### src/rtl/stbs_pkg.sv
// ----------------------------------------------------------------------------
// stbs_pkg
// Types, codes and the microprogram of the sorted table binary search.
// ----------------------------------------------------------------------------
`timescale 1ns / 1ps

package stbs_pkg;

  localparam logic OP_WRITE  = 1'b0;
  localparam logic OP_SEARCH = 1'b1;

  localparam logic REG_TABLE_LENGTH = 1'b0;

  localparam int LenW = 9;
  localparam int WordW = 32;

  typedef logic [2:0] step_t;

  localparam step_t STEP_IDLE    = 3'd0;
  localparam step_t STEP_DECODE  = 3'd1;
  localparam step_t STEP_READ    = 3'd2;
  localparam step_t STEP_COMPARE = 3'd3;
  localparam step_t STEP_EMIT    = 3'd4;
  localparam step_t STEP_WRITE   = 3'd5;

  typedef enum logic [2:0] {
    ACT_NONE,
    ACT_LOAD,
    ACT_READ,
    ACT_PROBE,
    ACT_EMIT,
    ACT_WRITE
  } act_e;

  typedef enum logic [2:0] {
    COND_NOT_START,
    COND_IS_WRITE,
    COND_LEN_ZERO,
    COND_NOT_EQUAL,
    COND_ALWAYS
  } cond_e;

  typedef struct packed {
    act_e  act;
    cond_e cond;
    step_t target;
  } uword_t;

  typedef struct packed {
    logic start;
    logic is_write;
    logic len_zero;
    logic not_equal;
  } status_t;

  // Jump to target when the condition holds, else advance.
  function automatic uword_t urom(input step_t step);
    uword_t uw;
    unique case (step)
      STEP_IDLE:    uw = '{act: ACT_NONE,  cond: COND_NOT_START, target: STEP_IDLE};
      STEP_DECODE:  uw = '{act: ACT_LOAD,  cond: COND_IS_WRITE,  target: STEP_WRITE};
      STEP_READ:    uw = '{act: ACT_READ,  cond: COND_LEN_ZERO,  target: STEP_EMIT};
      STEP_COMPARE: uw = '{act: ACT_PROBE, cond: COND_NOT_EQUAL, target: STEP_READ};
      STEP_EMIT:    uw = '{act: ACT_EMIT,  cond: COND_ALWAYS,    target: STEP_IDLE};
      STEP_WRITE:   uw = '{act: ACT_WRITE, cond: COND_ALWAYS,    target: STEP_IDLE};
      default:      uw = '{act: ACT_NONE,  cond: COND_ALWAYS,    target: STEP_IDLE};
    endcase
    return uw;
  endfunction

endpackage

### src/rtl/stbs_seq.sv
// ----------------------------------------------------------------------------
// stbs_seq
// Step counter and microprogram lookup with conditional jumps.
// ----------------------------------------------------------------------------
`timescale 1ns / 1ps

module stbs_seq (
  input  logic              clk_i,
  input  logic              rst_ni,
  input  stbs_pkg::status_t status_i,
  output stbs_pkg::uword_t  uword_o,
  output logic              busy_o
);

  stbs_pkg::step_t  step_q, step_d;
  stbs_pkg::uword_t uw;
  logic             cond_true;

  assign uw      = stbs_pkg::urom(step_q);
  assign uword_o = uw;
  assign busy_o  = (step_q != stbs_pkg::STEP_IDLE);

  always_comb begin
    unique case (uw.cond)
      stbs_pkg::COND_NOT_START: cond_true = !status_i.start;
      stbs_pkg::COND_IS_WRITE:  cond_true = status_i.is_write;
      stbs_pkg::COND_LEN_ZERO:  cond_true = status_i.len_zero;
      stbs_pkg::COND_NOT_EQUAL: cond_true = status_i.not_equal;
      stbs_pkg::COND_ALWAYS:    cond_true = 1'b1;
      default:                  cond_true = 1'b1;
    endcase
    step_d = cond_true ? uw.target : step_q + 3'd1;
  end

  always_ff @(posedge clk_i or negedge rst_ni) begin
    if (!rst_ni) begin
      step_q <= stbs_pkg::STEP_IDLE;
    end else begin
      step_q <= step_d;
    end
  end

endmodule

### config.mk
export PLATFORM = sky130hd
export DESIGN_NAME = stbs_seq
export DESIGN_NICKNAME = d
export VERILOG_FILES = /design/src/rtl/stbs_pkg.sv /design/src/rtl/stbs_seq.sv
export SDC_FILE = /design/constraint.sdc
export NUM_CORES = 1
export LEC_CHECK = 0
export BUFFER_PORTS_ARGS = -buffer_cell sky130_fd_sc_hd__buf_2
export CAP_MARGIN = 20
export CORE_AREA = 5 5 42 44
export CTS_CLUSTER_SIZE = 28
export DETAILED_ROUTE_END_ITERATION = 10
export DIE_AREA = 0 0 47 49
export PLACE_DENSITY = 0.46
export SETUP_SLACK_MARGIN = 0.15
export SLEW_MARGIN = 20
export SYNTH_ARGS = -nofsm -noshare
export SYNTH_HDL_FRONTEND = slang
export SYNTH_SLANG_ARGS = --single-unit
### constraint.sdc
create_clock -name clk_i -period 2.9 [get_ports clk_i]
set_clock_uncertainty 0.1 [all_clocks]
set_input_delay 0.58 -clock clk_i [delete_from_list [all_inputs] [get_ports clk_i]]
set_output_delay 0.58 -clock clk_i [all_outputs]
set_load 0.01 [all_outputs]
==> metrics.csv <==
metric,value,unit
status,"finished, final reports clean",
Min Hold Slack,0.0338,ns
DRT Pass-1 Iters,4,
largest registers,step_q x3,
net count reported at finish,65,
Root Driver,clkbuf_4,
die area,0.00230,mm^2
GRT Util Overall,8.26,%
slew of the pin with the lowest slew margin,0.478,ns
final worst-path cycle share,84.3,%
CTS tree,done,
Worst Path Max Fanout,8,
drt total wl,769,um
Synth warnings,0,
critical path startpoint category,flop,
DRC violations left,0,
Antenna Cells,0,
Slew Limit Fails,0,
total power,0.429,mW
Crit Path Category,flop to primary output,
Seq cells post-synth,3,
reg2reg path depth,6,
Post-synth EDFFs,0,
fin crit period,2.44,ns
Mapped Area,315,um^2
Worst-Skew Late Latency,0.23,ns
FF-to-FF setup slack,0.66,ns
Layout fillers,157,
setup bufs post-CTS,0,
RR Startpoint,step_q[1],
Die Ht,49,um
"Distinct cells, synth",20,
"flip-flop count of the largest register, all copies and words added",3,
number of global-route vias before repair,323,
Routability Congestion,0.655,
vias per inst,4.52,
crit path capture type,primary output,
Synth top area share,23.8,%
clock-pin slew on the worst setup and hold paths,0.04,ns
initial core utilization,22.5,%
Hold Crit Class,primary input to asynchronous set/reset pin,
largest reg by FF count,step_q,
CORE AREA,0.00140,mm^2
Gate Count Post-Synth,37,
Top Ports,16,
Post-synth top cells,"ha_1, inv_1, nor2_1, dfrtp_1",
Avg Synthesized Cell Area,8.52,um^2
largest cells by area after synthesis,"dfrtp_1, ha_1, mux2_1",
hold_buf cts,0,
Max Cap Viol,0,
Slew HR,67.6,%
hpwl dp,634,um
Post-DRT Antenna Nets,0,
cts bufs inserted,3,
H-tree levels,1,
total grt overflow,0,
clock sink count,3,
largest net degree at the start of global routing,10,
"Top FF cell, synth",dfrtp_1,
PostCTS Resize Cnt,0,
row count,14,
Register Area,75.1,um^2
area occupied by multi-input gates,199,um^2
ys async rst share,100,%
Achievable Freq,409,MHz
share of cells above drive strength 1,41.5,%
Iter 0 DRT Violations,5,
WL/cell,11.1,um
initial antenna violation count,0,
syn_nets,48,
sequential share of the synthesized area,23.8,%
pwr/cell area,1030,mW/mm^2
Final setup viols,0,
setup total negative slack,0,ns
first-pass GRT wire length,1.37,mm
DR vias,312,
P_leak,0.238,nW
cell taking the most area after synthesis,dfrtp_1,
DIE WIDTH,47,um
placed instance count,65,
"Data arrival, critical path",1.76,ns
worst IR drop on VDD,321,uV
Fin. Hold Viols,0,
Syn-to-layout area delta,32.5,%
RSZ-0062 raised after global routing,no,
Clock Tree Buf Depth,2,
Reg2Reg Capture Point,step_q[1],
IO buf count,15,
worst path required time,2.22,ns
final cell count without fillers,69,
==> cell families (layout without fill, tap and decap cells) <==
| group | after synthesis | in the layout | share of synthesized area, % |
|---|---|---|---|
| and+or+nand+nor | 8 | 8 | 13.5 |
| muxes | 2 | 2 | 7.14 |
| DFF | 3 | 3 | 23.8 |
| buffers and inverters | 9 | 25 | 13.1 |
| AOI/OAI and AO/OA | 10 | 10 | 22.6 |
| adders and majority gates | 5 | 5 | 19.8 |
==> metrics by stage <==
step | setup slack (ns) | utilization (%) | instance area (um^2)
after floorplan | 0.793 | - | 315
after global placement | 0.687 | 27.9 | 392
after detailed placement | 0.673 | 27.9 | 392
after CTS | 0.442 | 29.8 | 418
after global routing | 0.364 | 29.8 | 418
final | 0.455 | 29.8 | 418
==> worst max path at each step <==
stage | end | from | cells after the start
final | uword_o[3] | step_q[1] | 5
after global routing | uword_o[3] | step_q[2] | 5
after CTS | uword_o[3] | step_q[1] | 5
after detailed placement | step_q[1] | step_q[1] | 6
after global placement | step_q[2] | step_q[1] | 6
after floorplan | uword_o[3] | step_q[1] | 4
==> critical path, cell delays in order, from the launching register on <==
cell      delay [ns]
dfrtp_1         0.46
ha_1            0.24
ha_1            0.24
a21boi_0        0.16
or2_2           0.29
buf_2           0.14
==> power by group <==
group          total (mW)  internal, mW  switching, mW
clock              0.0728        0.0515         0.0213
combinational       0.263         0.121          0.142
sequential         0.0932        0.0598         0.0334
==> cell usage in the layout, fill, tap and decap left out, drive strengths merged <==
cell type / instances
buf: 15
a21boi: 1
inv: 6
a31o: 1
o311ai: 1
mux2: 2
a31oi: 1
a21oi: 2
or2: 1
o21ai: 2
nor2: 4
a2111o: 1
nand2: 1
clkbuf: 4
nor2b: 2
a311oi: 1
dfrtp: 3
ha: 5
==> metal layers <==
| metal | routed length (um) | GRT usage, % | share of wire [%] |
|---|---|---|---|
| met5 | 0 | 0 | 0 |
| met4 | 0 | 6.91 | 0 |
| met3 | 57 | 2.95 | 7.4 |
| met2 | 370 | 10.4 | 48 |
| met1 | 341 | 10.6 | 44 |
==> final cells by class <==
type / instances / share of cell area, %
Clock buffer: 4 / 6.29
Sequential cell: 3 / 18.0
Inverter: 6 / 5.39
Tap cell: 16 / 4.79
Multi-Input combinational cell: 25 / 47.6
Timing Repair Buffer: 15 / 18.0
(Power assumes the default switching activity.)
